<file path="src/hw/rtl/kclc_pkg.sv">
`default_nettype none
package kclc_pkg;

	localparam int CODE_W      = 24;
	localparam int KEY_W       = 4;
	localparam int TRIES_W     = 4;
	localparam int COUNT_W     = 3;
	localparam int STATUS_W    = 3;
	localparam int KIND_W      = 2;
	localparam int CFG_INDEX_W = 2;
	localparam int IN_DATA_W   = 8;
	localparam int OUT_DATA_W  = 16;

	// Number of key digits in one code entry (1 to 6).
	localparam int CODE_DIGITS = 6;

	localparam logic [CODE_W-1:0]  USER_CODE_RST     = 24'h000000;
	localparam logic [CODE_W-1:0]  RECOVERY_CODE_RST = 24'h111111;
	localparam logic [TRIES_W-1:0] MAX_TRIES_RST     = 4'd3;
	localparam logic [TRIES_W-1:0] TRIES_SAT         = 4'd15;

	// Configuration register indexes.
	localparam logic [CFG_INDEX_W-1:0] REG_USER_CODE     = 2'd0;
	localparam logic [CFG_INDEX_W-1:0] REG_RECOVERY_CODE = 2'd1;
	localparam logic [CFG_INDEX_W-1:0] REG_MAX_TRIES     = 2'd2;

	// Event kinds.
	localparam logic [KIND_W-1:0] KIND_KEY     = 2'd0;
	localparam logic [KIND_W-1:0] KIND_TIMEOUT = 2'd1;
	localparam logic [KIND_W-1:0] KIND_REARM   = 2'd2;

	// Result status codes.
	localparam logic [STATUS_W-1:0] ST_DIGIT_TAKEN = 3'd0;
	localparam logic [STATUS_W-1:0] ST_UNLOCKED    = 3'd1;
	localparam logic [STATUS_W-1:0] ST_WRONG_RETRY = 3'd2;
	localparam logic [STATUS_W-1:0] ST_LOCKED_OUT  = 3'd3;
	localparam logic [STATUS_W-1:0] ST_REC_WRONG   = 3'd4;
	localparam logic [STATUS_W-1:0] ST_REC_OK      = 3'd5;
	localparam logic [STATUS_W-1:0] ST_IGNORED     = 3'd6;

	typedef struct packed {
		logic [CODE_W-1:0]  user_code;
		logic [CODE_W-1:0]  recovery_code;
		logic [TRIES_W-1:0] max_tries;
	} cfg_t;

	typedef struct packed {
		logic [COUNT_W-1:0] digit_count;
		logic               mismatch_seen;
		logic [TRIES_W-1:0] wrong_tries;
		logic               lockout_flag;
		logic               open_flag;
		logic               timeout_flag;
	} lock_state_t;

	typedef struct packed {
		logic [KIND_W-1:0] kind;
		logic [KEY_W-1:0]  key;
		logic              recovery_mode;
	} event_t;

	typedef struct packed {
		logic [STATUS_W-1:0] status;
		logic [COUNT_W-1:0]  digits_entered;
		logic [TRIES_W-1:0]  tries_left;
		logic                unlocked;
		logic                locked_out;
	} result_t;

endpackage
`default_nettype wire

</file>
<file path="src/hw/rtl/kclc_cfg_regs.sv">
`default_nettype none
module kclc_cfg_regs (
	input  wire logic                                clk,
	input  wire logic                                arst_n,
	input  wire logic                                cfg_we,
	input  wire logic [kclc_pkg::CFG_INDEX_W-1:0]    cfg_index,
	input  wire logic [kclc_pkg::CODE_W-1:0]         cfg_wdata,
	output kclc_pkg::cfg_t                           cfg
);

	kclc_pkg::cfg_t cfg_q;

	always_ff @(posedge clk or negedge arst_n) begin
		if (!arst_n) begin
			cfg_q.user_code     <= kclc_pkg::USER_CODE_RST;
			cfg_q.recovery_code <= kclc_pkg::RECOVERY_CODE_RST;
			cfg_q.max_tries     <= kclc_pkg::MAX_TRIES_RST;
		end else if (cfg_we) begin
			unique case (cfg_index)
				kclc_pkg::REG_USER_CODE:     cfg_q.user_code     <= cfg_wdata;
				kclc_pkg::REG_RECOVERY_CODE: cfg_q.recovery_code <= cfg_wdata;
				kclc_pkg::REG_MAX_TRIES:     cfg_q.max_tries     <= cfg_wdata[kclc_pkg::TRIES_W-1:0];
				default: begin
				end
			endcase
		end
	end

	assign cfg = cfg_q;

endmodule
`default_nettype wire

</file>
<file path="src/hw/rtl/kclc_step.sv">
`default_nettype none
module kclc_step #(
	parameter int CODE_DIGITS = kclc_pkg::CODE_DIGITS
) (
	input  wire kclc_pkg::cfg_t        cfg,
	input  wire kclc_pkg::lock_state_t cur,
	input  wire kclc_pkg::event_t      ev,
	output kclc_pkg::lock_state_t      nxt,
	output kclc_pkg::result_t          res
);

	logic                          blocked;
	logic [kclc_pkg::CODE_W-1:0]   code;
	logic [4:0]                    shamt;
	logic [kclc_pkg::CODE_W-1:0]   shifted;
	logic [kclc_pkg::KEY_W-1:0]    nibble;
	logic [kclc_pkg::COUNT_W-1:0]  count_inc;
	logic                          good;
	logic [kclc_pkg::TRIES_W-1:0]  wrong_inc;
	logic [kclc_pkg::STATUS_W-1:0] status;

	// The first digit sits in the high nibble of the code.
	assign code      = ev.recovery_mode ? cfg.recovery_code : cfg.user_code;
	assign shamt     = 5'd20 - {cur.digit_count, 2'b00};
	assign shifted   = code >> shamt;
	assign nibble    = shifted[kclc_pkg::KEY_W-1:0];
	assign count_inc = cur.digit_count + 3'd1;
	assign good      = !cur.mismatch_seen && (nibble == ev.key);
	assign wrong_inc = (cur.wrong_tries < kclc_pkg::TRIES_SAT) ?
		cur.wrong_tries + 4'd1 : cur.wrong_tries;
	assign blocked   = cur.open_flag ||
		(!ev.recovery_mode && (cur.lockout_flag || cur.timeout_flag));

	always_comb begin
		nxt    = cur;
		status = kclc_pkg::ST_IGNORED;
		unique case (ev.kind)
			kclc_pkg::KIND_TIMEOUT: begin
				nxt.timeout_flag = 1'b1;
				if (!ev.recovery_mode) begin
					nxt.digit_count   = '0;
					nxt.mismatch_seen = 1'b0;
				end
			end
			kclc_pkg::KIND_REARM: begin
				nxt.open_flag     = 1'b0;
				nxt.timeout_flag  = 1'b0;
				nxt.digit_count   = '0;
				nxt.mismatch_seen = 1'b0;
			end
			kclc_pkg::KIND_KEY: begin
				if (!blocked) begin
					if (count_inc < kclc_pkg::COUNT_W'(CODE_DIGITS)) begin
						nxt.digit_count   = count_inc;
						nxt.mismatch_seen = !good;
						status            = kclc_pkg::ST_DIGIT_TAKEN;
					end else begin
						nxt.digit_count   = '0;
						nxt.mismatch_seen = 1'b0;
						if (ev.recovery_mode) begin
							if (good) begin
								nxt.open_flag    = 1'b1;
								nxt.lockout_flag = 1'b0;
								nxt.wrong_tries  = '0;
								status           = kclc_pkg::ST_REC_OK;
							end else begin
								status = kclc_pkg::ST_REC_WRONG;
							end
						end else if (good) begin
							nxt.open_flag   = 1'b1;
							nxt.wrong_tries = '0;
							status          = kclc_pkg::ST_UNLOCKED;
						end else begin
							nxt.wrong_tries = wrong_inc;
							if (wrong_inc >= cfg.max_tries) begin
								nxt.lockout_flag = 1'b1;
								status           = kclc_pkg::ST_LOCKED_OUT;
							end else begin
								status = kclc_pkg::ST_WRONG_RETRY;
							end
						end
					end
				end
			end
			default: begin
			end
		endcase
	end

	always_comb begin
		res.status         = status;
		res.digits_entered = nxt.digit_count;
		res.tries_left     = (cfg.max_tries > nxt.wrong_tries) ?
			cfg.max_tries - nxt.wrong_tries : '0;
		res.unlocked       = nxt.open_flag;
		res.locked_out     = nxt.lockout_flag;
	end

endmodule
`default_nettype wire

</file>
<file path="src/hw/rtl/keypad_code_lock_controller_top.sv">
// Keypad code lock controller.
// An accepted word goes through the input register, then the step logic, and its result
// is then held in the result register, valid on the master side.
// Throughput: one word per cycle while the result side keeps tready high.
// Reset: arst_n clears the lock state and both registers' valid bits at once and
// loads the configuration defaults; no clearing pass is needed.
`default_nettype none
module keypad_code_lock_controller_top #(
	parameter int CODE_DIGITS = kclc_pkg::CODE_DIGITS
) (
	input  wire logic                                 clk,
	input  wire logic                                 arst_n,
	input  wire logic                                 cfg_we,
	input  wire logic [kclc_pkg::CFG_INDEX_W-1:0]     cfg_index,
	input  wire logic [kclc_pkg::CODE_W-1:0]          cfg_wdata,
	input  wire logic                                 s_tvalid,
	output      logic                                 s_tready,
	input  wire logic [kclc_pkg::IN_DATA_W-1:0]       s_tdata,  // key[3:0], recovery_mode[4], zero pad
	input  wire logic [kclc_pkg::KIND_W-1:0]          s_tuser,  // kind[1:0]
	output      logic                                 m_tvalid,
	input  wire logic                                 m_tready,
	// status[2:0], digits_entered[5:3], tries_left[9:6], unlocked[10],
	// locked_out[11], zero pad
	output      logic [kclc_pkg::OUT_DATA_W-1:0]      m_tdata
);

	kclc_pkg::cfg_t        cfg;
	kclc_pkg::lock_state_t state_q;
	kclc_pkg::lock_state_t state_nxt;
	kclc_pkg::event_t      ev_s1;
	kclc_pkg::result_t     res_nxt;
	kclc_pkg::result_t     res_q;
	logic                  valid_s1;
	logic                  out_valid_q;
	logic                  advance;

	kclc_cfg_regs u_cfg (
		.clk       (clk),
		.arst_n    (arst_n),
		.cfg_we    (cfg_we),
		.cfg_index (cfg_index),
		.cfg_wdata (cfg_wdata),
		.cfg       (cfg)
	);

	kclc_step #(
		.CODE_DIGITS (CODE_DIGITS)
	) u_step (
		.cfg (cfg),
		.cur (state_q),
		.ev  (ev_s1),
		.nxt (state_nxt),
		.res (res_nxt)
	);

	// The input word moves on whenever the result register is empty or being drained.
	assign advance  = valid_s1 && (!out_valid_q || m_tready);
	assign s_tready = !valid_s1 || advance;

	always_ff @(posedge clk or negedge arst_n) begin
		if (!arst_n) begin
			valid_s1 <= 1'b0;
		end else if (s_tready) begin
			valid_s1 <= s_tvalid;
		end
	end

	always_ff @(posedge clk) begin
		if (s_tready && s_tvalid) begin
			ev_s1.kind          <= s_tuser;
			ev_s1.key           <= s_tdata[kclc_pkg::KEY_W-1:0];
			ev_s1.recovery_mode <= s_tdata[kclc_pkg::KEY_W];
		end
	end

	always_ff @(posedge clk or negedge arst_n) begin
		if (!arst_n) begin
			state_q <= '0;
		end else if (advance) begin
			state_q <= state_nxt;
		end
	end

	always_ff @(posedge clk or negedge arst_n) begin
		if (!arst_n) begin
			out_valid_q <= 1'b0;
		end else if (advance) begin
			out_valid_q <= 1'b1;
		end else if (m_tready) begin
			out_valid_q <= 1'b0;
		end
	end

	always_ff @(posedge clk) begin
		if (advance) begin
			res_q <= res_nxt;
		end
	end

	assign m_tvalid = out_valid_q;
	assign m_tdata  = {4'b0000, res_q.locked_out, res_q.unlocked, res_q.tries_left,
		res_q.digits_entered, res_q.status};

`ifndef SYNTHESIS
	// Lockout is only set from a closed lock, and recovery clears it when opening.
	a_open_excl_lockout: assert property (@(posedge clk) disable iff (!arst_n)
		!(state_q.open_flag && state_q.lockout_flag))
		else $error("lock open and locked out at once");

	a_count_range: assert property (@(posedge clk) disable iff (!arst_n)
		state_q.digit_count < kclc_pkg::COUNT_W'(CODE_DIGITS))
		else $error("digit count past code length");

	a_state_holds: assert property (@(posedge clk) disable iff (!arst_n)
		!advance |=> $stable(state_q))
		else $error("lock state changed without a word moving");

	a_lockout_result: assert property (@(posedge clk) disable iff (!arst_n)
		out_valid_q && (res_q.status == kclc_pkg::ST_LOCKED_OUT) |->
		res_q.locked_out && (res_q.tries_left == '0))
		else $error("lockout result without lockout state");
`endif

endmodule
`default_nettype wire
</file>
<file path="config.mk">
export PLATFORM = sky130hd
export DESIGN_NAME = keypad_code_lock_controller_top
export DESIGN_NICKNAME = d
export VERILOG_FILES = /design/src/hw/rtl/kclc_pkg.sv /design/src/hw/rtl/kclc_cfg_regs.sv /design/src/hw/rtl/kclc_step.sv /design/src/hw/rtl/keypad_code_lock_controller_top.sv
export SDC_FILE = /design/constraint.sdc
export NUM_CORES = 1
export LEC_CHECK = 0
export ABC_AREA = 1
export BUFFER_PORTS_ARGS = -buffer_cell sky130_fd_sc_hd__buf_2
export CAP_MARGIN = 40
export CELL_PAD_IN_SITES_DETAIL_PLACEMENT = 1
export CELL_PAD_IN_SITES_GLOBAL_PLACEMENT = 1
export CORE_ASPECT_RATIO = 0.75
export CORE_UTILIZATION = 40
export CTS_CLUSTER_DIAMETER = 60
export DETAILED_ROUTE_END_ITERATION = 10
export PLACE_DENSITY_LB_ADDON = 0.1
export SKIP_LAST_GASP = 1
export SLEW_MARGIN = 15
export SYNTH_ARGS = -nofsm -noshare
export SYNTH_HDL_FRONTEND = slang
export SYNTH_SLANG_ARGS = --single-unit
</file>
<file path="constraint.sdc">
create_clock -name clk -period 5.2 [get_ports clk]
set_clock_uncertainty 0.15 [all_clocks]
set_input_delay 0 -clock clk [delete_from_list [all_inputs] [get_ports clk]]
set_output_delay 0 -clock clk [all_outputs]
set_load 0.01 [all_outputs]
</file>
==> Word level (Yosys, flattened, before mapping) <==
Cells that the tools add are included.
{ "classes": {"n_addsub": 4, "magnitude_cmp": 4, "eq_ne": 7, "shifts": 1, "muxes": 23, "n_bitwise": 1, "reduce_logical": 25} }
{ "op_table": {"columns": ["op", "count"], "rows": [
  ["two-way mux 24 bit", 1],
  ["right shift 24 x 5 -> 4 bit", 1],
  ["two-way mux 6 bit", 3],
  ["two-way mux 4 bit", 4],
  ["one-hot mux 4 bit (3 select lines)", 1],
  ["two-way mux 10 bit", 1],
  ["AND reduction 2 bit", 4],
  ["two-way mux 1 bit", 7],
  ["two-way mux 3 bit", 2],
  ["logical NOT 1 bit", 5],
  ["two-way mux 5 bit", 1],
  ["subtractor 5 bit (first input constant)", 1],
  ["adder 4 x 1 -> 4 bit (second input constant)", 1],
  ["equality test 2 x 1 -> 1 bit (second input constant)", 2],
  ["equality test 2 bit (second input constant)", 2],
  ["equality test 4 bit", 1],
  [">= comparator 4 bit", 1],
  ["greater-than comparator 4 bit", 1],
  ["logical AND 1 bit", 4],
  ["logical NOT 2 bit", 2],
  ["logical OR 1 bit", 4],
  ["< comparator 4 bit (second input constant)", 1],
  ["!= test 2 bit (second input constant)", 2],
  ["one-hot mux 1 bit (2 select lines)", 2],
  ["10 further kinds", 11]
]} }
{ "totals": {"regBits": 84, "in_bits": 41, "elab_cells": 85} }

==> Longest topological paths before layout <==
{ "depth": {"word_depth": 10, "ltp_mapped": 22, "depth_no_buf": 22} }

==> Modules after synthesis <==
Synthesis repeated with hierarchy kept, for this count alone.
{ "unflattened": {"cells_unflattened": 607, "area_unflattened_um2": 4787.1} }
{ "modules_own_cells": {"columns": ["mod", "n_inst", "cells_per_inst", "area_each_um2"], "rows": [
  ["kclc_cfg_regs", 1, 231, 2163.3],
  ["kclc_step", 1, 294, 1490.2],
  ["keypad_code_lock_controller_top", 1, 82, 1133.6]
]} }

==> Least setup slack after synthesis <==
No wires, ideal clock.
{ "synth_timing": {"path_type": "reg-to-reg", "startpoint": "register state_q[8] (netlist bit)", "endpoint": "register res_q (netlist bit m_tdata[9]), data pin", "t_arrival_ps": 2744, "required_time_ps": 4904, "slack_ps": 2160, "stages_incl_launch_ff": 17, "cell_sequence": "dfrtp_1 -> ha_1 -> nand3_1 -> inv_1 -> nand3_1 -> nor2_1 -> inv_1 -> nand2_1 -> nand2_1 -> ha_1 -> fa_1 -> nor2_1 -> nor2_1 -> nor2_1 -> o21ai_0 -> o21bai_1 -> a21oi_1"} }
{ "synth_rtl": {"columns": ["element", "line", "source"], "rows": [
  ["start, declared", "keypad_code_lock_controller_top.sv:28", "kclc_pkg::lock_state_t state_q;"],
  ["start signal, assigned", "keypad_code_lock_controller_top.sv:80", "state_q <= state_nxt;"],
  ["end signal, assigned", "keypad_code_lock_controller_top.sv:96", "res_q <= res_nxt;"],
  ["end, declared", "keypad_code_lock_controller_top.sv:32", "kclc_pkg::result_t res_q;"]
]} }

==> results.py <==
metrics = {
    "status": {
        "status": "complete, no violations",
    },
    "power": {
        "peakVddDrop_v": 0.000155,
        "power_density_nw_per_um2": 383,
        "power_mw": 2.13,
        "p_leak_nw": 2.84,
    },
    "clock_tree": {
        "post_cts_buffers": 0,
        "htreeDepth": 3,
        "clock_latency_ns": 0.34,
        "clkSlewWorstSetupHoldPaths_ns": 0.06,
        "cts_buffer_depth": 2,
        "tritoncts": "built",
        "clkSinkCount": 84,
        "clock-root-buffer": "clkbuf_16",
        "cts_inserted_buffers": 9,
    },
    "route": {
        "wl_mm": 11.8,
        "route.vias.total": 3908,
        "via_per_inst": 4.97,
        "dr.pass1.iters": 4,
        "first_iter_violations": 124,
        "ant_nets": 0,
        "routedWlPerCell_um": 15.0,
        "drc": 0,
    },
    "synthesis": {
        "ys_warn_count": 0,
        "async_reset_ff_share_pct": 77.4,
        "syn_avg_cell_area_um2": 7.94,
        "synth-seq-cells": 84,
        "ys_types": 32,
        "seq_area_frac_synth_pct": 50.0,
        "syn_inst": 556,
        "syn-cell-area_um2": 4410,
        "ys.flop_type": "dfrtp_1",
        "synth_edf_count": 19,
    },
    "die": {
        "core_um2": 10500,
        "std_cell_rows": 32,
        "start_util_pct": 42.1,
        "ios": 59,
        "chipWidth_um": 123,
        "dieHeight_um": 93.0,
        "dieArea_um2": 11500,
    },
    "grt": {
        "overflow": 0,
        "antenna_found_initial": 0,
        "grt_pass1_vias": 4214,
        "grt_pass1_wl_mm": 20.1,
        "grt_max_degree": 49,
        "grtUsageTotal_pct": 23.0,
    },
    "timing": {
        "tns_ns": 0,
        "rsz0062_at_grt": "false",
        "hold_ws_ns": 0.0225,
        "period_minus_slack_ns": 3.79,
        "setup_viol": 0,
        "hold_violations": 0,
        "max_freq_mhz": 264,
        "period_share_pct": 72.8,
        "slew_violations": 0,
    },
    "setup_path": {
        "endpoint_kind": "register",
        "critical_path_arrival_ns": 3.83,
        "rr_worst_depth": 16,
        "setup.worst_path.class": "register to register",
        "cp.required_ns": 5.24,
        "cp-start-kind": "register",
        "cp_max_fo": 8,
    },
    "final_layout": {
        "final_common_cell": "nand2_1",
        "final_nets": 702,
        "diodes": 0,
        "mostFrequentLayoutCells": "nand2_1 (178), inv_1 (88), o21ai_0 (78), dfrtp_1 (57), buf_2 (51)",
        "syn2layout_area_growth_pct": 25.7,
        "drive_gt1_share_pct": 14.6,
        "fill_cells": 1304,
    },
    "placed_design": {
        "gp_congestion": 0.787,
        "hpwl_mm": 7.64,
        "io_buffers": 51,
    },
    "job": {
        "max_cap_violations": 0,
    },
    "hold_path": {
        "worstHoldPathType": "input port to asynchronous set/reset pin",
    },
}
[layout make-up]
type | instances | area [um^2] | area share, %
clock inverter | 6 | 113 | 2.03
tap | 136 | 170 | 3.07
timing repair buffer | 99 | 753 | 13.6
clock buffer | 10 | 229 | 4.13
inverter | 91 | 342 | 6.15
multi-input combinational | 361 | 1740 | 31.3
sequential | 84 | 2210 | 39.8
[state kept, by name (all words and copies together) (netlist names)]
register   flops
ev_s1          7
m_tdata       12
m_tvalid       1
state_q       11
u_cfg.cfg     52
valid_s1       1
[worst max-delay path, cell delays in order (launching register included)]
cell      delay, ns
dfrtp_1        0.52
ha_1           0.42
nand3_1        0.14
inv_1          0.11
nand3_1        0.11
nor2_1         0.41
inv_1          0.24
nand2_1        0.10
nand2_1        0.07
ha_1           0.22
fa_1           0.40
nor2_1         0.16
nor2_1         0.06
nor2_1         0.07
o21ai_0        0.15
o21bai_1       0.20
a21oi_1        0.12
[synthesized netlist by cell type, types with 2 or more instances]
cell type / number / area [um^2]
inv_1: 88 / 330
nor2_1: 25 / 93.8
inv_2: 3 / 11.3
dfrtp_1: 57 / 1430
ha_1: 14 / 175
nand4_1: 5 / 31.3
dfstp_2: 8 / 210
buf_6: 4 / 45.0
o21a_1: 3 / 22.5
o21ai_2: 2 / 17.5
edfxtp_1: 19 / 571
clkbuf_1: 10 / 37.5
a21oi_1: 4 / 20.0
buf_4: 5 / 37.5
nand2_1: 178 / 668
o21ai_0: 78 / 390
nand3_1: 33 / 165
buf_2: 4 / 20.0
nor2_2: 3 / 18.8
[repair_timing]
| item | in CTS | in global routing |
|---|---|---|
| gates resized for setup | 0 | 0 |
| endpoints found under the setup margin | 0 | 0 |
| hold endpoints to repair | 129 | 0 |
| hold buffers | 39 | 0 |
[report_power, final]
group          internal [mW]  switching (mW)  total, mW
logic                  0.204           0.317      0.521
registers              0.794          0.0705      0.864
clock network          0.471           0.271      0.741
[final timing paths]
check                           endpoint          start  slack, ns
setup / recovery              m_tdata[9]     state_q[8]       1.41
hold / removal             u_cfg.cfg[50]         arst_n       0.02
setup reg to reg              m_tdata[9]     state_q[8]       1.41
hold reg to reg            u_cfg.cfg[34]  u_cfg.cfg[34]       0.33
max in group asynchronous  u_cfg.cfg[12]         arst_n       4.30
min in group clk                ev_s1[1]     s_tdata[0]       0.22
[cell families after synthesis]
family                   Yosys count  share of synthesized area, %
XOR/XNOR                           1                         0.198
buffers and inverters            114                          10.9
AND/OR/NAND/NOR                  250                          23.4
flip-flops                        84                          50.0
AO/OA/AOI/OAI                     91                          11.0
adder cells (fa/ha/maj)           15                          4.42
other                              1                        0.0850
[metrics by stage]
step                      instance area [um^2]  instances  util [%]  worst slack (ns)
after floorplan                           4430        559         -              2.16
after global placement                    4760        730      45.4              1.56
after detailed placement                  4790        731      45.7              1.48
after CTS                                 5520        786      52.6              1.44
after global routing                      5550        787      52.9              1.13
final                                     5550        787      52.9              1.41
[routing by layer]
metal	GRT usage [%]	wire length (um)
met5	0	0
met4	7.13	165
met3	4.63	353
met2	40.1	5760
met1	28.5	5540
Note: power is estimated with default switching activity, not from simulation.
